**src/rtl/wsd_pkg.sv**
```systemverilog
`timescale 1ns / 1ps
package wsd_pkg;

  typedef enum logic [2:0] {
    PH_FIRST,
    PH_SECOND,
    PH_EXTLEN,
    PH_KEY,
    PH_PAYLOAD,
    PH_HALT
  } phase_t;

  typedef enum logic [1:0] {
    KIND_HEADER  = 2'd0,
    KIND_PAYLOAD = 2'd1,
    KIND_ERROR   = 2'd2
  } kind_t;

  typedef enum logic [2:0] {
    ERR_RSV      = 3'd0,
    ERR_UNMASKED = 3'd1,
    ERR_OPCODE   = 3'd2,
    ERR_CTRL     = 3'd3,
    ERR_SHORT16  = 3'd4,
    ERR_TOPBIT   = 3'd5,
    ERR_SHORT64  = 3'd6,
    ERR_LONG     = 3'd7
  } err_t;

  localparam logic [3:0] OP_CONT   = 4'h0;
  localparam logic [3:0] OP_TEXT   = 4'h1;
  localparam logic [3:0] OP_BINARY = 4'h2;
  localparam logic [3:0] OP_CLOSE  = 4'h8;
  localparam logic [3:0] OP_PING   = 4'h9;
  localparam logic [3:0] OP_PONG   = 4'hA;

  localparam logic [6:0]  LEN7_MAX      = 7'd125;
  localparam int          LEN16_MIN     = 126;
  localparam int          LEN16_MAX     = 65535;
  localparam logic [31:0] MAX_PAYLOAD_RESET = 32'd1048576;

  localparam int QDEPTH = 4;
  localparam int QPTR_W = $clog2(QDEPTH);

  typedef struct packed {
    kind_t       kind;
    err_t        code;
    logic        fin;
    logic [3:0]  opcode;
    logic [31:0] len;
    logic [7:0]  data;
    logic [7:0]  key;
    logic        frame_end;
  } item_t;

  function automatic logic known_opcode(input logic [3:0] op);
    return op inside {OP_CONT, OP_TEXT, OP_BINARY, OP_CLOSE, OP_PING, OP_PONG};
  endfunction

endpackage

```
**src/rtl/wsd_front.sv**
```systemverilog
`timescale 1ns / 1ps
module wsd_front #(
  parameter int LENGTH_BITS = 32
) (
  input  logic           clk,
  input  logic           rst,
  input  logic           in_valid,
  output logic           in_ready,
  input  logic [7:0]     in_byte,
  input  logic           in_new,
  input  logic           q_full,
  input  logic           max_payload_we,
  input  logic [31:0]    max_payload_wdata,
  output logic           push,
  output wsd_pkg::item_t item
);
  import wsd_pkg::*;

  localparam int CW = (LENGTH_BITS > 32) ? LENGTH_BITS : 32;

  phase_t                 state, state_next, phase;
  logic                   frame_fin;
  logic [3:0]             frame_opcode;
  logic                   ext64;
  logic [2:0]             hdr_count;
  logic [LENGTH_BITS-1:0] length_accum;
  logic                   length_ovf;
  logic [31:0]            mask_key;
  logic [31:0]            payload_left;
  logic [1:0]             mask_index;
  logic [31:0]            max_payload;

  logic                   fire;
  logic [LENGTH_BITS-1:0] acc_shift;
  logic                   ovf_shift;
  logic [CW-1:0]          acc_ext;
  logic                   too_long_shift;
  logic [6:0]             lc;
  logic                   lc_short;
  logic                   fail;
  err_t                   fail_code;
  logic                   ext_last;
  logic                   hdr_done;
  logic [7:0]             key_byte;

  assign in_ready       = !q_full;
  assign fire           = in_valid && in_ready;
  assign phase          = in_new ? PH_FIRST : state;
  assign acc_shift      = {length_accum[LENGTH_BITS-9:0], in_byte};
  assign ovf_shift      = length_ovf || (length_accum[LENGTH_BITS-1 -: 8] != 8'd0);
  assign acc_ext        = CW'(acc_shift);
  assign too_long_shift = ovf_shift || (acc_ext > CW'(max_payload));
  assign lc             = in_byte[6:0];
  assign lc_short       = (lc <= LEN7_MAX);
  assign key_byte       = mask_key[{~mask_index, 3'b000} +: 8];

  // classify the current byte
  always_comb begin
    fail      = 1'b0;
    fail_code = ERR_RSV;
    ext_last  = 1'b0;
    hdr_done  = 1'b0;
    case (phase)
      PH_FIRST: begin
        if (in_byte[6:4] != 3'd0) begin
          fail = 1'b1;
          fail_code = ERR_RSV;
        end else if (!known_opcode(in_byte[3:0])) begin
          fail = 1'b1;
          fail_code = ERR_OPCODE;
        end else if (in_byte[3] && !in_byte[7]) begin
          fail = 1'b1;
          fail_code = ERR_CTRL;
        end
      end
      PH_SECOND: begin
        if (!in_byte[7]) begin
          fail = 1'b1;
          fail_code = ERR_UNMASKED;
        end else if (frame_opcode[3] && !lc_short) begin
          fail = 1'b1;
          fail_code = ERR_CTRL;
        end else if (lc_short && ({25'd0, lc} > max_payload)) begin
          fail = 1'b1;
          fail_code = ERR_LONG;
        end
      end
      PH_EXTLEN: begin
        ext_last = ext64 ? (hdr_count == 3'd7) : (hdr_count == 3'd1);
        if (ext64 && (hdr_count == 3'd0) && in_byte[7]) begin
          fail = 1'b1;
          fail_code = ERR_TOPBIT;
        end else if (ext_last) begin
          if (!ext64 && (acc_ext < CW'(LEN16_MIN))) begin
            fail = 1'b1;
            fail_code = ERR_SHORT16;
          end else if (ext64 && !ovf_shift && (acc_ext <= CW'(LEN16_MAX))) begin
            fail = 1'b1;
            fail_code = ERR_SHORT64;
          end else if (too_long_shift) begin
            fail = 1'b1;
            fail_code = ERR_LONG;
          end
        end
      end
      PH_KEY: begin
        hdr_done = (hdr_count[1:0] == 2'd3);
      end
      default: begin
      end
    endcase
  end

  always_comb begin
    state_next = state;
    if (fire) begin
      case (phase)
        PH_FIRST:   state_next = fail ? PH_HALT : PH_SECOND;
        PH_SECOND:  state_next = fail ? PH_HALT : (lc_short ? PH_KEY : PH_EXTLEN);
        PH_EXTLEN:  state_next = fail ? PH_HALT : (ext_last ? PH_KEY : PH_EXTLEN);
        PH_KEY: begin
          if (hdr_done) begin
            state_next = (length_accum == '0) ? PH_FIRST : PH_PAYLOAD;
          end
        end
        PH_PAYLOAD: state_next = (payload_left == 32'd1) ? PH_FIRST : PH_PAYLOAD;
        PH_HALT:    state_next = PH_HALT;
        default:    state_next = PH_FIRST;
      endcase
    end
  end

  always_comb begin
    push           = 1'b0;
    item.kind      = KIND_HEADER;
    item.code      = ERR_RSV;
    item.fin       = frame_fin;
    item.opcode    = frame_opcode;
    item.len       = 32'(length_accum);
    item.data      = 8'd0;
    item.key       = 8'd0;
    item.frame_end = 1'b0;
    if (fire) begin
      if (fail) begin
        push      = 1'b1;
        item.kind = KIND_ERROR;
        item.code = fail_code;
        item.len  = 32'd0;
        if (phase == PH_FIRST) begin
          item.fin    = in_byte[7];
          item.opcode = in_byte[3:0];
        end
      end else if (hdr_done) begin
        push           = 1'b1;
        item.frame_end = (length_accum == '0);
      end else if (phase == PH_PAYLOAD) begin
        push           = 1'b1;
        item.kind      = KIND_PAYLOAD;
        item.data      = in_byte;
        item.key       = key_byte;
        item.frame_end = (payload_left == 32'd1);
      end
    end
  end

  always_ff @(posedge clk) begin
    if (rst) begin
      state       <= PH_FIRST;
      max_payload <= MAX_PAYLOAD_RESET;
      hdr_count   <= 3'd0;
      mask_index  <= 2'd0;
    end else begin
      state <= state_next;
      if (max_payload_we) begin
        max_payload <= max_payload_wdata;
      end
      if (fire) begin
        case (phase)
          PH_FIRST: begin
            frame_fin    <= in_byte[7];
            frame_opcode <= in_byte[3:0];
          end
          PH_SECOND: begin
            ext64        <= in_byte[0];
            length_accum <= lc_short ? LENGTH_BITS'(lc) : '0;
            length_ovf   <= 1'b0;
            hdr_count    <= 3'd0;
          end
          PH_EXTLEN: begin
            length_accum <= acc_shift;
            length_ovf   <= ovf_shift;
            hdr_count    <= ext_last ? 3'd0 : hdr_count + 3'd1;
          end
          PH_KEY: begin
            mask_key  <= {mask_key[23:0], in_byte};
            hdr_count <= hdr_done ? 3'd0 : hdr_count + 3'd1;
            if (hdr_done) begin
              payload_left <= 32'(length_accum);
              mask_index   <= 2'd0;
            end
          end
          PH_PAYLOAD: begin
            mask_index   <= mask_index + 2'd1;
            payload_left <= payload_left - 32'd1;
          end
          default: begin
          end
        endcase
      end
    end
  end

  a_halt_silent: assert property (@(posedge clk) disable iff (rst)
    (state == PH_HALT && !in_new) |-> !push)
    else $error("item pushed while halted on an error");

  a_error_halts: assert property (@(posedge clk) disable iff (rst)
    (push && item.kind == KIND_ERROR) |=> (state == PH_HALT))
    else $error("error item did not latch the halt state");

endmodule

```
**src/rtl/wsd_queue.sv**
```systemverilog
`timescale 1ns / 1ps
module wsd_queue (
  input  logic           clk,
  input  logic           rst,
  input  logic           push,
  input  wsd_pkg::item_t wr_item,
  input  logic           pop,
  output wsd_pkg::item_t rd_item,
  output logic           full,
  output logic           empty
);
  import wsd_pkg::*;

  item_t             mem [QDEPTH];
  logic [QPTR_W-1:0] wr_ptr;
  logic [QPTR_W-1:0] rd_ptr;
  logic [QPTR_W:0]   count;
  logic              do_push;
  logic              do_pop;

  assign full    = (count == (QPTR_W+1)'(QDEPTH));
  assign empty   = (count == '0);
  assign do_push = push && !full;
  assign do_pop  = pop && !empty;
  assign rd_item = mem[rd_ptr];

  always_ff @(posedge clk) begin
    if (do_push) begin
      mem[wr_ptr] <= wr_item;
    end
  end

  always_ff @(posedge clk) begin
    if (rst) begin
      wr_ptr <= '0;
      rd_ptr <= '0;
      count  <= '0;
    end else begin
      if (do_push) begin
        wr_ptr <= wr_ptr + QPTR_W'(1);
      end
      if (do_pop) begin
        rd_ptr <= rd_ptr + QPTR_W'(1);
      end
      case ({do_push, do_pop})
        2'b10:   count <= count + (QPTR_W+1)'(1);
        2'b01:   count <= count - (QPTR_W+1)'(1);
        default: count <= count;
      endcase
    end
  end

  a_no_overflow: assert property (@(posedge clk) disable iff (rst)
    push |-> !full)
    else $error("push into a full queue");

  a_fill_tracks: assert property (@(posedge clk) disable iff (rst)
    (do_push && !do_pop && count == (QPTR_W+1)'(QDEPTH - 1)) |=> full)
    else $error("queue count lost an item");

endmodule

```
**src/rtl/wsd_back.sv**
```systemverilog
`timescale 1ns / 1ps
module wsd_back (
  input  logic           clk,
  input  logic           rst,
  input  logic           q_empty,
  input  wsd_pkg::item_t q_item,
  output logic           q_pop,
  output logic           m_tvalid,
  input  logic           m_tready,
  output logic [47:0]    m_tdata,
  output logic [1:0]     m_tuser,
  output logic           m_tlast
);
  import wsd_pkg::*;

  logic        load;
  kind_t       out_kind;
  err_t        out_code;
  logic        out_fin;
  logic [3:0]  out_opcode;
  logic [31:0] out_len;
  logic [7:0]  out_byte;
  logic        out_end;

  assign load  = !q_empty && (!m_tvalid || m_tready);
  assign q_pop = load;

  always_ff @(posedge clk) begin
    if (rst) begin
      m_tvalid <= 1'b0;
    end else if (load) begin
      m_tvalid <= 1'b1;
    end else if (m_tready) begin
      m_tvalid <= 1'b0;
    end
  end

  // unmask on the way out
  always_ff @(posedge clk) begin
    if (load) begin
      out_kind   <= q_item.kind;
      out_code   <= q_item.code;
      out_fin    <= q_item.fin;
      out_opcode <= q_item.opcode;
      out_len    <= q_item.len;
      out_byte   <= q_item.data ^ q_item.key;
      out_end    <= q_item.frame_end;
    end
  end

  assign m_tdata = {out_byte, out_len, out_opcode, out_fin, out_code};
  assign m_tuser = out_kind;
  assign m_tlast = out_end;

endmodule

```
**src/rtl/websocket_client_frame_deframer.sv**
```systemverilog
`timescale 1ns / 1ps
// client-to-server websocket deframer, one stream byte per item
// s_* channel: tdata[7:0] raw byte, tuser marks the first byte of a new stream
//   (drops any partial frame and a latched error)
// m_* channel: one result per header, per payload byte and per protocol error;
//   tuser carries the result kind, tlast marks the last result of a frame
// max_payload_we / max_payload_wdata write the largest accepted payload length
// the result of an accepted byte reaches m_* through the queue and the output register
// throughput is one byte per clock while the queue is not full; the parser decides each byte combinationally
// and a four-entry queue plus the output register sit between parser and output
// when m_tready is low the queue fills and s_tready drops once it is full
// after an error no result appears until a byte with tuser set
// reset clears the parser, the queue and the output, and max_payload to 1048576
module websocket_client_frame_deframer #(
  parameter int LENGTH_BITS = 32
) (
  input  logic        clk,
  input  logic        rst,
  input  logic        s_tvalid,
  output logic        s_tready,
  input  logic [7:0]  s_tdata,   // in_byte
  input  logic        s_tuser,   // new_stream
  output logic        m_tvalid,
  input  logic        m_tready,
  output logic [47:0] m_tdata,   // error_code, fin, opcode, payload_length, out_byte
  output logic [1:0]  m_tuser,   // kind
  output logic        m_tlast,   // frame_end
  input  logic        max_payload_we,
  input  logic [31:0] max_payload_wdata
);
  import wsd_pkg::*;

  logic  push;
  item_t wr_item;
  item_t rd_item;
  logic  q_full;
  logic  q_empty;
  logic  q_pop;

  wsd_front #(
    .LENGTH_BITS(LENGTH_BITS)
  ) u_front (
    .clk               (clk),
    .rst               (rst),
    .in_valid          (s_tvalid),
    .in_ready          (s_tready),
    .in_byte           (s_tdata),
    .in_new            (s_tuser),
    .q_full            (q_full),
    .max_payload_we    (max_payload_we),
    .max_payload_wdata (max_payload_wdata),
    .push              (push),
    .item              (wr_item)
  );

  wsd_queue u_queue (
    .clk     (clk),
    .rst     (rst),
    .push    (push),
    .wr_item (wr_item),
    .pop     (q_pop),
    .rd_item (rd_item),
    .full    (q_full),
    .empty   (q_empty)
  );

  wsd_back u_back (
    .clk      (clk),
    .rst      (rst),
    .q_empty  (q_empty),
    .q_item   (rd_item),
    .q_pop    (q_pop),
    .m_tvalid (m_tvalid),
    .m_tready (m_tready),
    .m_tdata  (m_tdata),
    .m_tuser  (m_tuser),
    .m_tlast  (m_tlast)
  );

endmodule
```
**config.mk**
```make
export PLATFORM = sky130hd
export DESIGN_NAME = websocket_client_frame_deframer
export DESIGN_NICKNAME = d
export VERILOG_FILES = /design/src/rtl/wsd_pkg.sv /design/src/rtl/wsd_front.sv /design/src/rtl/wsd_queue.sv /design/src/rtl/wsd_back.sv /design/src/rtl/websocket_client_frame_deframer.sv
export SDC_FILE = /design/constraint.sdc
export NUM_CORES = 1
export LEC_CHECK = 0
export BUFFER_PORTS_ARGS = -buffer_cell sky130_fd_sc_hd__buf_2
export CORE_UTILIZATION = 55
export CTS_CLUSTER_DIAMETER = 200
export DETAILED_ROUTE_END_ITERATION = 10
export PLACE_DENSITY = 0.73
export SYNTH_ARGS = -nofsm -noshare
export SYNTH_HDL_FRONTEND = slang
export SYNTH_SLANG_ARGS = --single-unit
export TNS_END_PERCENT = 5
```
**constraint.sdc**
```tcl
create_clock -name clk -period 10.8 [get_ports clk]
set_clock_uncertainty 0.2 [all_clocks]
set_input_delay 0.54 -clock clk [delete_from_list [all_inputs] [get_ports clk]]
set_output_delay 0.54 -clock clk [all_outputs]
set_load 0.01 [all_outputs]
```
# Word level (Yosys, flattened, before mapping)

Memory sizes are Yosys's and may differ from the RTL's. A register that Yosys moved wholly into a read port is not among the register bits.
Cells that the tools add are included.

Register bits: 202
Memory bits (writable): 236
Bits of input ports: 46
Output and inout port bits: 53
Logic and storage cells: 168
Memories: 1

Add/subtract/negate cells: 7
Order comparisons: 5
Equal/unequal tests: 18
Shifts and indexed selects: 1
Muxes and demuxes: 68
Bitwise logic cells: 3
Reductions and logical operators: 43

Memories:

| memory      | words | bits a word | read ports | clocked after Yosys merged registers in | write ports | line            | source |
|---|---|---|---|---|---|---|---|
| u_queue.mem | 4     | 59          | 1          | 1                                       | 1           | wsd_queue.sv:14 | `item_t mem [QDEPTH];` |

Operator list:

| operator                                                    | count |
|---|---|
| one-hot mux 32 bit (2 select lines)                         | 2 |
| 2-to-1 mux 59 bit                                           | 1 |
| 2-to-1 mux 3 bit                                            | 19 |
| 2-to-1 mux 40 bit                                           | 1 |
| 2-to-1 mux 17 bit                                           | 2 |
| equality test 32 x 1 -> 1 bit, second input constant        | 1 |
| greater-than comparator 32 bit                              | 1 |
| greater-than comparator 7 x 32 -> 1 bit                     | 1 |
| <= comparator 32 x 16 -> 1 bit, second input constant       | 1 |
| logical NOT 32 bit                                          | 1 |
| less-than comparator 32 x 7 -> 1 bit, second input constant | 1 |
| 2-to-1 mux 32 bit                                           | 1 |
| variable part select 32 x 6 -> 8 bit                        | 1 |
| subtractor 32 x 1 -> 32 bit, second input constant          | 1 |
| 2-to-1 mux 1 bit                                            | 26 |
| one-hot mux 3 bit (3 select lines)                          | 2 |
| one-hot mux 3 bit (6 select lines)                          | 1 |
| 2-to-1 mux 16 bit                                           | 1 |
| AND reduction 3 bit                                         | 5 |
| equality test 3 bit, second input constant                  | 4 |
| equality test 4 bit, second input constant                  | 3 |
| logical AND 1 bit                                           | 12 |
| 2-to-1 mux 2 bit                                            | 6 |
| logical NOT 3 bit                                           | 3 |
| other kinds (29)                                            | 48 |

# Longest topological paths before layout

Gate-level depths: netlist of run 1.

Depth in word-level cells: 15
Depth in mapped cells: 14
Mapped depth without buffers: 14

# By module

From an unflattened synthesis of run 1, not the netlist that was laid out.

Cells, all modules: 1175
Area total of the unflattened synthesis: 18455.2 um^2

By module, submodules not included:

| module    | instances | cells an instance | area an instance (um^2) | sequential area each (um^2) |
|---|---|---|---|---|
| wsd_queue | 1         | 363               | 8997.4                  | 7267.0 |
| wsd_front | 1         | 748               | 7792.5                  | 3893.7 |
| wsd_back  | 1         | 64                | 1665.3                  | 1551.5 |

# Least setup slack after synthesis of run 1

No wires, ideal clock.

Kind: input to register
From: input m_tready
To: register u_queue.count[2]
Setup time: 0.071 ns
Arrival time: 4.476 ns
Data required time: 10.529 ns
Setup slack: 6.053 ns
Stages on the path: 7
Path buffers: 0
Cell sequence: inv_1 -> a21oi_1 -> ha_1 -> fa_1 -> xnor2_1 -> or3_1 -> a21oi_1

Longest elaborated chain between the ends: 5
Elaborated cells on any way between the ends: 7
Those cells by class: 2 x eq/ne; 1 x mux; 4 x reduce/logical

Ends and longest elaborated chain:

| what                                                                     | line                                  | source |
|---|---|---|
| start, declared                                                          | websocket_client_frame_deframer.sv:24 | `input logic m_tready,` |
| logical OR 1 bit (*)                                                     | wsd_back.sv:25                        | `assign load = !q_empty && (!m_tvalid \|\| m_tready);` |
| logical AND 1 bit (*)                                                    | wsd_back.sv:25                        |  |
| named net q_pop                                                          | websocket_client_frame_deframer.sv:38 | `logic q_pop;` |
| logical AND 1 bit (*)                                                    | wsd_queue.sv:24                       | `assign do_pop = pop && !empty;` |
| equality test 2 x 1 -> 1 bit or equality test 2 bit (tied branches)      | wsd_queue.sv:45                       | `case ({do_push, do_pop})` |
| one-hot mux 3 bit (2 select lines) or nonzero test 2 bit (tied branches) | n/a                                   |  |
| end signal, assigned                                                     | wsd_queue.sv:46                       | `2'b10: count <= count + (QPTR_W+1)'(1);` |
| end signal, assigned                                                     | wsd_queue.sv:47                       | `2'b01: count <= count - (QPTR_W+1)'(1);` |
| end signal, assigned                                                     | wsd_queue.sv:48                       | `default: count <= count;` |
| end, declared                                                            | wsd_queue.sv:17                       | `logic [QPTR_W:0] count;` |

The timed path passes the listed nets; every way through them passes the cells marked *.
A chain may end at the register's enable or synchronous reset.

# Worst setup path after layout of run 1

From: register u_front.length_accum[5]
To: memory u_queue.mem[2][29] (netlist name), enable pin

Longest elaborated chain between the ends: 13
Elaborated cells on any way between the ends: 17
Those cells by class: 3 x order compare; 10 x mux; 4 x reduce/logical

Ends and longest elaborated chain:

| what                                       | line             | source |
|---|---|---|
| start, declared                            | wsd_front.sv:26  | `logic [LENGTH_BITS-1:0] length_accum;` |
| start signal, assigned                     | wsd_front.sv:185 | `length_accum <= lc_short ? LENGTH_BITS'(lc) : '0;` |
| start signal, assigned                     | wsd_front.sv:190 | `length_accum <= acc_shift;` |
| greater-than comparator 32 bit             | wsd_front.sv:52  | `assign too_long_shift = ovf_shift \|\| (acc_ext > CW'(max_payload));` |
| logical OR 1 bit                           | wsd_front.sv:52  |  |
| 2-to-1 mux 1 bit                           | wsd_front.sv:100 | `end else if (too_long_shift) begin` |
| 2-to-1 mux 1 bit                           | wsd_front.sv:97  | `end else if (ext64 && !ovf_shift && (acc_ext <= CW'(LEN16_MAX))) begin` |
| 2-to-1 mux 1 bit (*)                       | wsd_front.sv:94  | `if (!ext64 && (acc_ext < CW'(LEN16_MIN))) begin` |
| 2-to-1 mux 1 bit (*)                       | wsd_front.sv:93  | `end else if (ext_last) begin` |
| 2-to-1 mux 1 bit (*)                       | wsd_front.sv:90  | `if (ext64 && (hdr_count == 3'd0) && in_byte[7]) begin` |
| one-hot mux 1 bit (3 select lines) (*)     | wsd_front.sv:63  | `case (phase)` |
| 2-to-1 mux 1 bit (*)                       | wsd_front.sv:144 | `if (fail) begin` |
| 2-to-1 mux 1 bit (*)                       | wsd_front.sv:143 | `if (fire) begin` |
| logical AND 1 bit (*)                      | wsd_queue.sv:23  | `assign do_push = push && !full;` |
| 2-to-1 mux 1 bit (*)                       | wsd_queue.sv:28  | `if (do_push) begin` |
| 2-to-1 mux 1 bit (not written as such) (*) | wsd_queue.sv:29  | `mem[wr_ptr] <= wr_item;` |
| end, declared                              | wsd_queue.sv:14  |  |

Mark *: on every way between the ends. The rest lies on a longest branch, timed or not.

==> results of run 1 <==
==> cell families after synthesis <==
family / share of synthesized area
DFF: 0.692
and+or+nand+nor: 0.0950
AOI/OAI and AO/OA: 0.0390
muxes: 0.0946
buffers and inverters: 0.0204
xor gates and xnor gates: 0.0300
adders and majority gates: 0.0290
==> power groups by stage <==
stage / Combinational (mW) / Clock, mW / Sequential [mW]
6_report: 0.706 / 1.54 / 2.26
5_1_grt: 0.773 / 1.63 / 2.29
4_1_cts: 0.719 / 1.56 / 2.27
3_5_place_dp: 0.712 / 0 / 2.30
3_3_place_gp: 0.702 / 0 / 2.29
2_1_floorplan: 0.437 / 0 / 2.31
==> registers in the layout, indices dropped and copies added, names as in the netlist, 3 cells and up, named ones only <==
signal / flops
u_back.out_code: 3
u_front.state: 3
u_front.length_accum: 32
u_front.mask_key: 32
u_front.frame_opcode: 4
u_front.hdr_count: 3
u_queue.count: 3
u_front.payload_left: 32
u_back.out_byte: 8
u_back.out_len: 32
u_queue.mem: 236
u_back.out_opcode: 4
u_front.max_payload: 32
==> area by class of cell <==
cell class | instances | area [µm²]
sequential | 440 | 12700
clock buffer | 57 | 1190
timing repair buffer | 112 | 596
fill | 2365 | 11800
inverter | 51 | 191
tap | 442 | 553
clock inverter | 25 | 282
multi-input combinational | 644 | 5330
==> cells in the mapped netlist (6+ instances only) <==
master,number,area share
sky130_fd_sc_hd__ha_1,41,0.028
sky130_fd_sc_hd__nor3_1,22,0.0060
sky130_fd_sc_hd__or3_1,6,0.0020
sky130_fd_sc_hd__xor2_1,44,0.021
sky130_fd_sc_hd__clkbuf_1,33,0.0067
sky130_fd_sc_hd__nor4_1,20,0.0068
sky130_fd_sc_hd__mux2i_1,33,0.018
sky130_fd_sc_hd__a31oi_1,6,0.0020
sky130_fd_sc_hd__nand4_1,14,0.0048
sky130_fd_sc_hd__xnor2_1,19,0.0091
sky130_fd_sc_hd__mux4_2,59,0.072
sky130_fd_sc_hd__and3_1,15,0.0051
sky130_fd_sc_hd__o21ai_0,33,0.0090
sky130_fd_sc_hd__dfxtp_1,50,0.054
sky130_fd_sc_hd__nor2b_1,40,0.014
sky130_fd_sc_hd__nand3_1,12,0.0033
sky130_fd_sc_hd__nor2_1,88,0.018
sky130_fd_sc_hd__edfxtp_1,390,0.64
sky130_fd_sc_hd__mux2_2,6,0.0037
sky130_fd_sc_hd__and2_1,28,0.0095
sky130_fd_sc_hd__a21oi_1,38,0.010
sky130_fd_sc_hd__buf_1,7,0.0014
sky130_fd_sc_hd__nand2_1,50,0.010
sky130_fd_sc_hd__or4_1,8,0.0033
sky130_fd_sc_hd__inv_1,51,0.010
==> final timing paths <==
path | from | end | slack, ps | cells past startpoint
worst min-delay path | max_payload_wdata[20] | u_front.max_payload[20] | 30 | 3
worst max register to register | u_front.length_accum[5] | u_queue.mem[2][29] | 6440 | 9
worst max-delay path | u_front.length_accum[5] | u_queue.mem[2][29] | 6440 | 9
worst min register to register | u_front.mask_key[20] | u_front.mask_key[28] | 250 | 0
==> tightest hold or removal path, stage by stage <==
cell	delay, ps
sky130_fd_sc_hd__buf_2	80
sky130_fd_sc_hd__nand2_1	40
sky130_fd_sc_hd__o211ai_1	70
==> metrics by stage <==
stage	worst slack [ps]	power [mW]	util	hold slack, ps
2_1_floorplan	6050	2.75	-	221
3_3_place_gp	6260	2.99	0.593	223
3_5_place_dp	6210	3.01	0.593	234
4_1_cts	6430	4.55	0.638	5.45
5_1_grt	6200	4.69	0.638	31.7
6_report	6440	4.51	0.638	25.6
==> routing by layer <==
| layer | part of all wire | vias up |
|---|---|---|
| met5 | 0 | - |
| met4 | 0.019 | 0 |
| met3 | 0.071 | 60 |
| met2 | 0.47 | 379 |
| met1 | 0.44 | 5142 |
| li1 | - | 4712 |
==> results.toml, run 1 <==
[status]
outcome = "completed"

[yosys]
synth.lib_cells_used.distinct = 66
synth-seq-area-share = 0.692
number_of_synthesized_flops_with_an_enable_pin = 390
synth.cell_area_um2 = 18400
postSynthCellCount = 1180
synth.yosys.warnings = 0
async_flop_share = 0
postSynthNetCount = 1268
synth.ff_latch_count = 440
yosys_most_used_dff = "sky130_fd_sc_hd__edfxtp_1"
syn-mean-instance-area_um2 = 15.6

[clocking]
clock_tree.root_cell = "sky130_fd_sc_hd__clkbuf_16"
cts_num_sinks = 440
cts_resized = 0
postCtsSetupRepairBufs = 0
post_cts_hold_buffer_count = 0
htreeDepth = 2
tritoncts = "built"
cts_max_path_buffers = 3
clk-insertion-delay-late_ps = 550
clkTransAtPathRegs_ps = 60
cts_made_buffers = 45

[grt]
grt.met2_usage = 0.360
globalRoute.busiestLayer = "met2"
use_met3 = 0.0356
overflow = 0
first_pass_grt_wire_length_um = 57900
grt_pass1_vias = 10300
grt_start_max_net_pins = 60
grt_usage = 0.225
antenna_violations_before_repair = 0
grt_util_met1 = 0.323

[die]
ioPinCount = 99
die_height_um = 185
horizontal_die_dimension_um = 185
initial_core_util = 0.562
floorplan.core_area_um2 = 32700
floorplan.die_area_um2 = 34100
core.rowCount = 66

[sta]
timing.setup.tns_ps = 0
report.final.hold_viol_count = 0
rsz_0062_raised_after_global_routing = "no"
timing.final.setup_violations = 0
slew_headroom = 0.197
drv_slew = 0
worst_slew_pin_slew_ps = 1190
fin_crit_sh = 0.404
fin_crit_ps = 4360
upper_clock_frequency_limit_mhz = 229

[worst_setup_path]
critical_path.cell_chain = "ha_1 -> nand4_1 -> or4_4 -> o21bai_1 -> a311oi_4 -> o311ai_4 -> a31oi_4 -> and2_2 -> buf_4"
critPathLaunchType = "flop"
path_delay_family = "simple AND/OR/NAND/NOR gates"
path_max_fanout = 35
critPathSlowestCell = "sky130_fd_sc_hd__and2_2"
crit_path_max_incr_delay_ps = 600
crit_required_ps = 10770
worst-endpoint-arrival_ps = 4330
crit_path_end_kind = "flop"
path_class = "flop to flop"
critPathBufInv = 1

[finish]
nets = 1382
instances_no_fill = 1771
antenna_cells = 0
layout_commonest_cell = "sky130_fd_sc_hd__edfxtp_1"
finalInstanceArea_um2 = 20900
synthToLayoutAreaGrowth_pct = 13.5
drive_gt1_frac = 0.199
commonest_cells_after_routing_fill_and_taps_aside = "sky130_fd_sc_hd__edfxtp_1 (390), sky130_fd_sc_hd__buf_2 (98), sky130_fd_sc_hd__nor2_1 (88)"

[pwr]
power_per_cell_area_nw_per_um2 = 216
power.combinational.fraction = 0.157
vdd.ir_drop.worst_mv = 0.141
clock_power_share = 0.341
power.share.sequential = 0.503
leakage_power_summed_over_all_cells_nw = 7.25
intPower_mw = 3.36
power.switching_mw = 1.15
switching_share = 0.254

[hold_path]
hp-class = "input port to flop"

[routing]
routed_wire_length_per_instance_um = 20.8
routed_wirelength_um = 36900
dr.first_iter.drc_count = 939
drc = 0
drtPass1Iterations = 5
vias_after_detailed_routing = 10300
via_per_inst = 5.81
remaining_antenna_violation_count_after_routing = 0

[placement]
placed_cell_area_um2 = 19400
buffer_ports.inserted = 98
finalWeightedCongestion = 0.835
place_hpwl_um = 23200
place_inst = 1689

[flow_run]
drv_cap = 0
Power figures use the tool's default switching activity.
==> run 2, diff against run 1 <==
--- a/config.mk
+++ b/config.mk
@@ -9,7 +9,7 @@
 export CORE_UTILIZATION = 55
 export CTS_CLUSTER_DIAMETER = 200
 export DETAILED_ROUTE_END_ITERATION = 10
-export PLACE_DENSITY = 0.73
+export PLACE_DENSITY = 0.76
 export SYNTH_ARGS = -nofsm -noshare
 export SYNTH_HDL_FRONTEND = slang
 export SYNTH_SLANG_ARGS = --single-unit
==> constraint.sdc (replaced) <==
create_clock -name clk -period 3.6 [get_ports clk]
set_clock_uncertainty 0.2 [all_clocks]
set_input_delay 0.18 -clock clk [delete_from_list [all_inputs] [get_ports clk]]
set_output_delay 0.18 -clock clk [all_outputs]
set_load 0.01 [all_outputs]
==> run 2 against run 1 <==
Net effect:
- the flow now finishes with violations (setup timing)
- first-iteration DRC count fell by 16%
- sequential cell count did not move
- register-to-register slack got worse by 6500 ps
- count of clock-buffer cells in the layout fell by 6
- via count rose by 6.4%
- sequential power rose to 3.0 times the previous value
- routed wire length rose by 7.9%
- design area rose by 6.4%
- final cell count rose by 8.1%
- largest power group unchanged
==> results.toml, run 2 (synthesis results as in run 1) <==
[routing]
routed_wire_length_per_instance_um = 20.8
drtPass1Iterations = 5
remaining_antenna_violation_count_after_routing = 0
vias_after_detailed_routing = 11000
via_per_inst = 5.72
routed_wirelength_um = 39800
drc = 0
dr.first_iter.drc_count = 793

[worst_setup_path]
crit_path_max_incr_delay_ps = 520
flop_to_flop_setup_slack_ps = -100
critPathSlowestCell = "sky130_fd_sc_hd__or4_4"
critPathLaunchType = "flop"
path_class = "flop to flop"
path_max_fanout = 2
crit_top_cell = "sky130_fd_sc_hd__inv_1"
reg2regPathDepth = 14
timing.rr.start = "u_front.max_payload[4]"
worst-endpoint-arrival_ps = 3980
crit_required_ps = 3880
crit_path_end_kind = "flop"
critical_path.cell_chain = "inv_1 -> ha_1 -> nand3_2 -> or4_4 -> o21bai_4 -> a311oi_4 -> o311ai_4 -> a31oi_4 -> inv_1 -> ha_2 -> fa_2 -> xnor2_1 -> or3_1 -> a21oi_2"
reg2reg_to = "u_queue.count[2]"

[status]
outcome = "complete, but fails checks"
violated_checks = "setup timing"

[die]
ioPinCount = 99
floorplan.core_area_um2 = 32700
core.rowCount = 66
die_height_um = 185
horizontal_die_dimension_um = 185
initial_core_util = 0.562
floorplan.die_area_um2 = 34100

[finish]
commonest_cells_after_routing_fill_and_taps_aside = "sky130_fd_sc_hd__edfxtp_1 (390), sky130_fd_sc_hd__buf_4 (99), sky130_fd_sc_hd__buf_2 (98)"
antenna_cells = 0
synthToLayoutAreaGrowth_pct = 20.8
layout_commonest_cell = "sky130_fd_sc_hd__edfxtp_1"
instances_no_fill = 1914
drive_gt1_frac = 0.251
nets = 1524
largest_register_ff_count = 236
registers.top_by_ff_count = "u_queue.mem"
finalInstanceArea_um2 = 22200

[sta]
finalWorstSetupSlack_ps = -103
timing.final.setup_violations = 1
report.final.hold_viol_count = 0
drv_slew = 0
fin_crit_ps = 3700
fin_crit_sh = 1.03
slew_headroom = 0.349
worst_slew_pin_slew_ps = 977
rsz_0062_raised_after_global_routing = "yes"
upper_clock_frequency_limit_mhz = 270

[hold_path]
hold-path-endpoint = "u_queue.count[0]"
hp-start = "s_tvalid"
whs_path_depth = 7
hp-class = "input port to flop"

[grt]
first_pass_grt_wire_length_um = 62100
overflow = 0
grt_start_max_net_pins = 54
antenna_violations_before_repair = 0
grt_usage = 0.241
grt_pass1_vias = 11100

[placement]
finalWeightedCongestion = 0.907
placed_cell_area_um2 = 20200
buffer_ports.inserted = 98
place_inst = 1780
place_hpwl_um = 24700
dp_worst_setup_slack_ps = -412

[flow_run]
drv_cap = 0

[clocking]
cts_max_path_buffers = 3
cts_num_sinks = 440
clock_tree.root_cell = "sky130_fd_sc_hd__clkbuf_16"
clkTransAtPathRegs_ps = 60
tritoncts = "built"
clk-insertion-delay-late_ps = 560
htreeDepth = 2
cts_made_buffers = 44

[pwr]
leakage_power_summed_over_all_cells_nw = 7.96
total_power_mw = 13.6
vdd.ir_drop.worst_mv = 0.340
power_per_cell_area_nw_per_um2 = 612
-- run 2: changes by cell type in the layout (fill, tap and decap cells not counted), sizes merged --
cell	before	now
bufinv	5	3
dlygate4sd3	0	46
a21oi	40	41
buf	112	208
inv	54	53
clkbuf	57	51
clkinv	16	25
-- run 2: power by group --
| group | switching (mW) | leakage [nW] | internal (mW) |
|---|---|---|---|
| logic | 1.35 | 3.23 | 1.09 |
| registers | 0.250 | 4.02 | 6.45 |
| clock network | 1.91 | 0.700 | 2.54 |
-- run 2: per-layer routing --
metal  track usage  up-vias  share of wire
met2         0.395      434           0.48
met1         0.334     5433           0.42
met4        0.0750        0          0.030
met5             0        -              0
li1              -     5003              -
met3        0.0381       85          0.066
-- run 2: how the worst max path moves through the flow --
stage | startpoint | end
CTS | u_front.max_payload[4] | u_queue.count[2]
detailed placement | u_front.length_accum[5] | u_queue.mem[1][56]
finish | u_front.max_payload[4] | u_queue.count[2]
global placement | u_front.max_payload[5] | u_queue.mem[0][56]
global route | u_front.length_accum[6] | u_queue.count[2]
floorplan | u_front.state[1] | u_front.length_accum[0]
-- run 2: cell type report --
cell class	count	area [µm²]
sequential	440	12700
tap	442	553
multi-input combinational	645	5410
fill	2202	10500
clock buffer	51	1160
clock inverter	31	251
inverter	51	191
timing repair buffer	254	1910
-- run 2: what timing repair did --
action                                  in CTS  in global routing
resized for setup                            1                  9
hold buffers                                46                  0
setup buffers                                1                  4
hold endpoints to repair                    80                  0
pin swaps                                    2                  6
gates cloned                                 1                  0
endpoints found under the setup margin     145                 62
-- run 2: worst max-delay path, delay by kind of cell (launching register included) --
kind / cells / cell delay (ps)
adder cells (fa/ha/maj): 3 / 870
flip-flops: 1 / 330
buffers and inverters: 2 / 120
XOR/XNOR: 1 / 140
AND/OR/NAND/NOR: 3 / 950
AO/OA/AOI/OAI: 5 / 1010
-- run 2: through the flow --
stage | utilization | hold slack, ps | setup TNS (ps)
finish | 0.679 | 117 | -103
global route | 0.679 | 155 | -259
CTS | 0.676 | 32.3 | -184
detailed placement | 0.617 | 222 | -39690
global placement | 0.617 | 212 | -27620
floorplan | - | 78.9 | -64530
==> run 3, diff against run 2 <==
--- a/config.mk
+++ b/config.mk
@@ -6,10 +6,12 @@
 export NUM_CORES = 1
 export LEC_CHECK = 0
 export BUFFER_PORTS_ARGS = -buffer_cell sky130_fd_sc_hd__buf_2
-export CORE_UTILIZATION = 55
+export CELL_PAD_IN_SITES_DETAIL_PLACEMENT = 1
+export CELL_PAD_IN_SITES_GLOBAL_PLACEMENT = 1
+export CORE_UTILIZATION = 47
 export CTS_CLUSTER_DIAMETER = 200
 export DETAILED_ROUTE_END_ITERATION = 10
-export PLACE_DENSITY = 0.76
+export PLACE_DENSITY_LB_ADDON = 0.1
 export SYNTH_ARGS = -nofsm -noshare
 export SYNTH_HDL_FRONTEND = slang
 export SYNTH_SLANG_ARGS = --single-unit
==> run 3 against run 2 <==
Net effect:
- largest power group unchanged
- first-iteration DRC count is 19% lower
- global-route usage is 1.8 points lower
- design area is 1.4% higher
- register-to-register slack better by 110 ps
- the flow now finishes without violations
- sequential cell count stayed put
==> results.toml, run 3 (synthesis results as in run 1) <==
[sta]
timing.setup.tns_ps = 0
rsz_0062_raised_after_global_routing = "yes"
fin_crit_sh = 0.999
drv_slew = 0
report.final.hold_viol_count = 0
upper_clock_frequency_limit_mhz = 278
timing.final.setup_violations = 0
fin_crit_ps = 3600
worst_slew_pin_slew_ps = 1020
slew_headroom = 0.322
finalWorstSetupSlack_ps = 2.64

[finish]
registers.top_by_ff_count = "u_queue.mem"
layout_commonest_cell = "sky130_fd_sc_hd__edfxtp_1"
final.fill_count = 3708
synthToLayoutAreaGrowth_pct = 22.4
drive_gt1_frac = 0.262
nets = 1545
final_util = 0.583
antenna_cells = 0
commonest_cells_after_routing_fill_and_taps_aside = "sky130_fd_sc_hd__edfxtp_1 (390), sky130_fd_sc_hd__buf_4 (119), sky130_fd_sc_hd__buf_2 (98)"
largest_register_ff_count = 236

[clocking]
clk-insertion-delay-late_ps = 570
clock_tree.root_cell = "sky130_fd_sc_hd__clkbuf_16"
clkTransAtPathRegs_ps = 60
tritoncts = "built"
cts_num_sinks = 440
htreeDepth = 2
cts_max_path_buffers = 3
cts_made_buffers = 46

[die]
horizontal_die_dimension_um = 200
die_height_um = 200
ioPinCount = 99
floorplan.core_area_um2 = 38600
initial_core_util = 0.477
core.rowCount = 72
floorplan.die_area_um2 = 39900

[grt]
antenna_violations_before_repair = 1
first_pass_grt_wire_length_um = 66200
grt_start_max_net_pins = 54
grt_pass1_vias = 11500
grt_usage = 0.223
overflow = 0

[routing]
wl_met3_um = 1710
dr.first_iter.drc_count = 641
met2_wire_len_um = 20500
remaining_antenna_violation_count_after_routing = 0
routed_wire_length_per_instance_um = 21.3
drc = 0
routed_wirelength_um = 42900
vias_after_detailed_routing = 10900
maxUsedRoutingLayer = "met5"
wl_met1_um = 19500
via_per_inst = 5.43
drtPass1Iterations = 5

[worst_setup_path]
crit_path_end_kind = "flop"
crit_path_max_incr_delay_ps = 490
worst-endpoint-arrival_ps = 3900
crit_required_ps = 3900
critical_path.cell_chain = "ha_4 -> nand4_1 -> or4_4 -> o21bai_4 -> a311oi_4 -> o311ai_4 -> a31oi_4 -> inv_1 -> ha_2 -> fa_2 -> xnor2_2 -> or3_1 -> a21oi_1"
path_max_fanout = 2
critPathLaunchType = "flop"
path_class = "flop to flop"
critPathSlowestCell = "sky130_fd_sc_hd__or4_4"

[pwr]
vdd.ir_drop.worst_mv = 0.315
total_power_mw = 13.8
leakage_power_summed_over_all_cells_nw = 8.06
power_per_cell_area_nw_per_um2 = 615

[flow_run]
drv_cap = 0

[hold_path]
hp-class = "input port to flop"

[placement]
finalWeightedCongestion = 0.823
buffer_ports.inserted = 98
dp_worst_setup_slack_ps = -237
place_hpwl_um = 28600

[status]
outcome = "completed"
[run 3: power by group]
group          total (mW)  leakage [nW]  internal [mW]  switching [mW]
clock network        4.64         0.716           2.72            1.92
registers            6.72          4.02           6.45           0.265
logic                2.47          3.32           1.11            1.36
total                13.8          8.06           10.3            3.55
[run 3: worst max-delay path, delay by kind of cell (launching register included)]
kind / cells / cell delay (ps)
DFF: 1 / 440
buffers and inverters: 1 / 60
xor gates and xnor gates: 1 / 150
and+or+nand+nor: 3 / 910
AOI/OAI and AO/OA: 5 / 920
adders and majority gates: 3 / 830
[run 3: path summary, 6_finish.rpt]
path / cells past startpoint / endpoint / from / slack, ps
worst max-delay path: 13 / u_queue.count[2] / u_front.length_accum[6] / 3
worst min-delay path: 4 / u_front.length_ovf / s_tuser / 30
worst max register to register: 13 / u_queue.count[2] / u_front.length_accum[6] / 3
worst min register to register: 0 / u_front.mask_key[13] / u_front.mask_key[5] / 250
[run 3: repair_timing]
action,in CTS,in global routing
endpoints found under the setup margin,1,95
setup buffers,3,0
hold endpoints to repair,75,0
hold buffers,47,0
pin swaps,7,0
gates resized for setup,9,3
gates cloned,0,0
[run 3: per-layer routing]
layer / vias up / track usage
met1: 5560 / 0.305
met2: 227 / 0.365
met3: 78 / 0.0366
met5: - / 0
li1: 5036 / -
met4: 2 / 0.0749
[run 3: final cells by class]
cell class / count / area [µm²] / area share
Clock buffer: 64 / 1290 / 0.0575
Clock inverter: 18 / 166 / 0.00740
Inverter: 51 / 191 / 0.00851
Multi-Input combinational cell: 644 / 5430 / 0.241
Sequential cell: 440 / 12700 / 0.565
Tap cell: 518 / 648 / 0.0288
Timing Repair Buffer: 274 / 2050 / 0.0913
[run 3: through the flow]
| stage | cell area, µm² | hold WS, ps | std cells |
|---|---|---|---|
| floorplan | 18400 | 78.9 | 1180 |
| global placement | 20500 | 212 | 1877 |
| detailed placement | 20500 | 222 | 1877 |
| CTS | 22500 | 11.9 | 2009 |
| global route | 22500 | 51.6 | 2009 |
| finish | 22500 | 27.9 | 2009 |
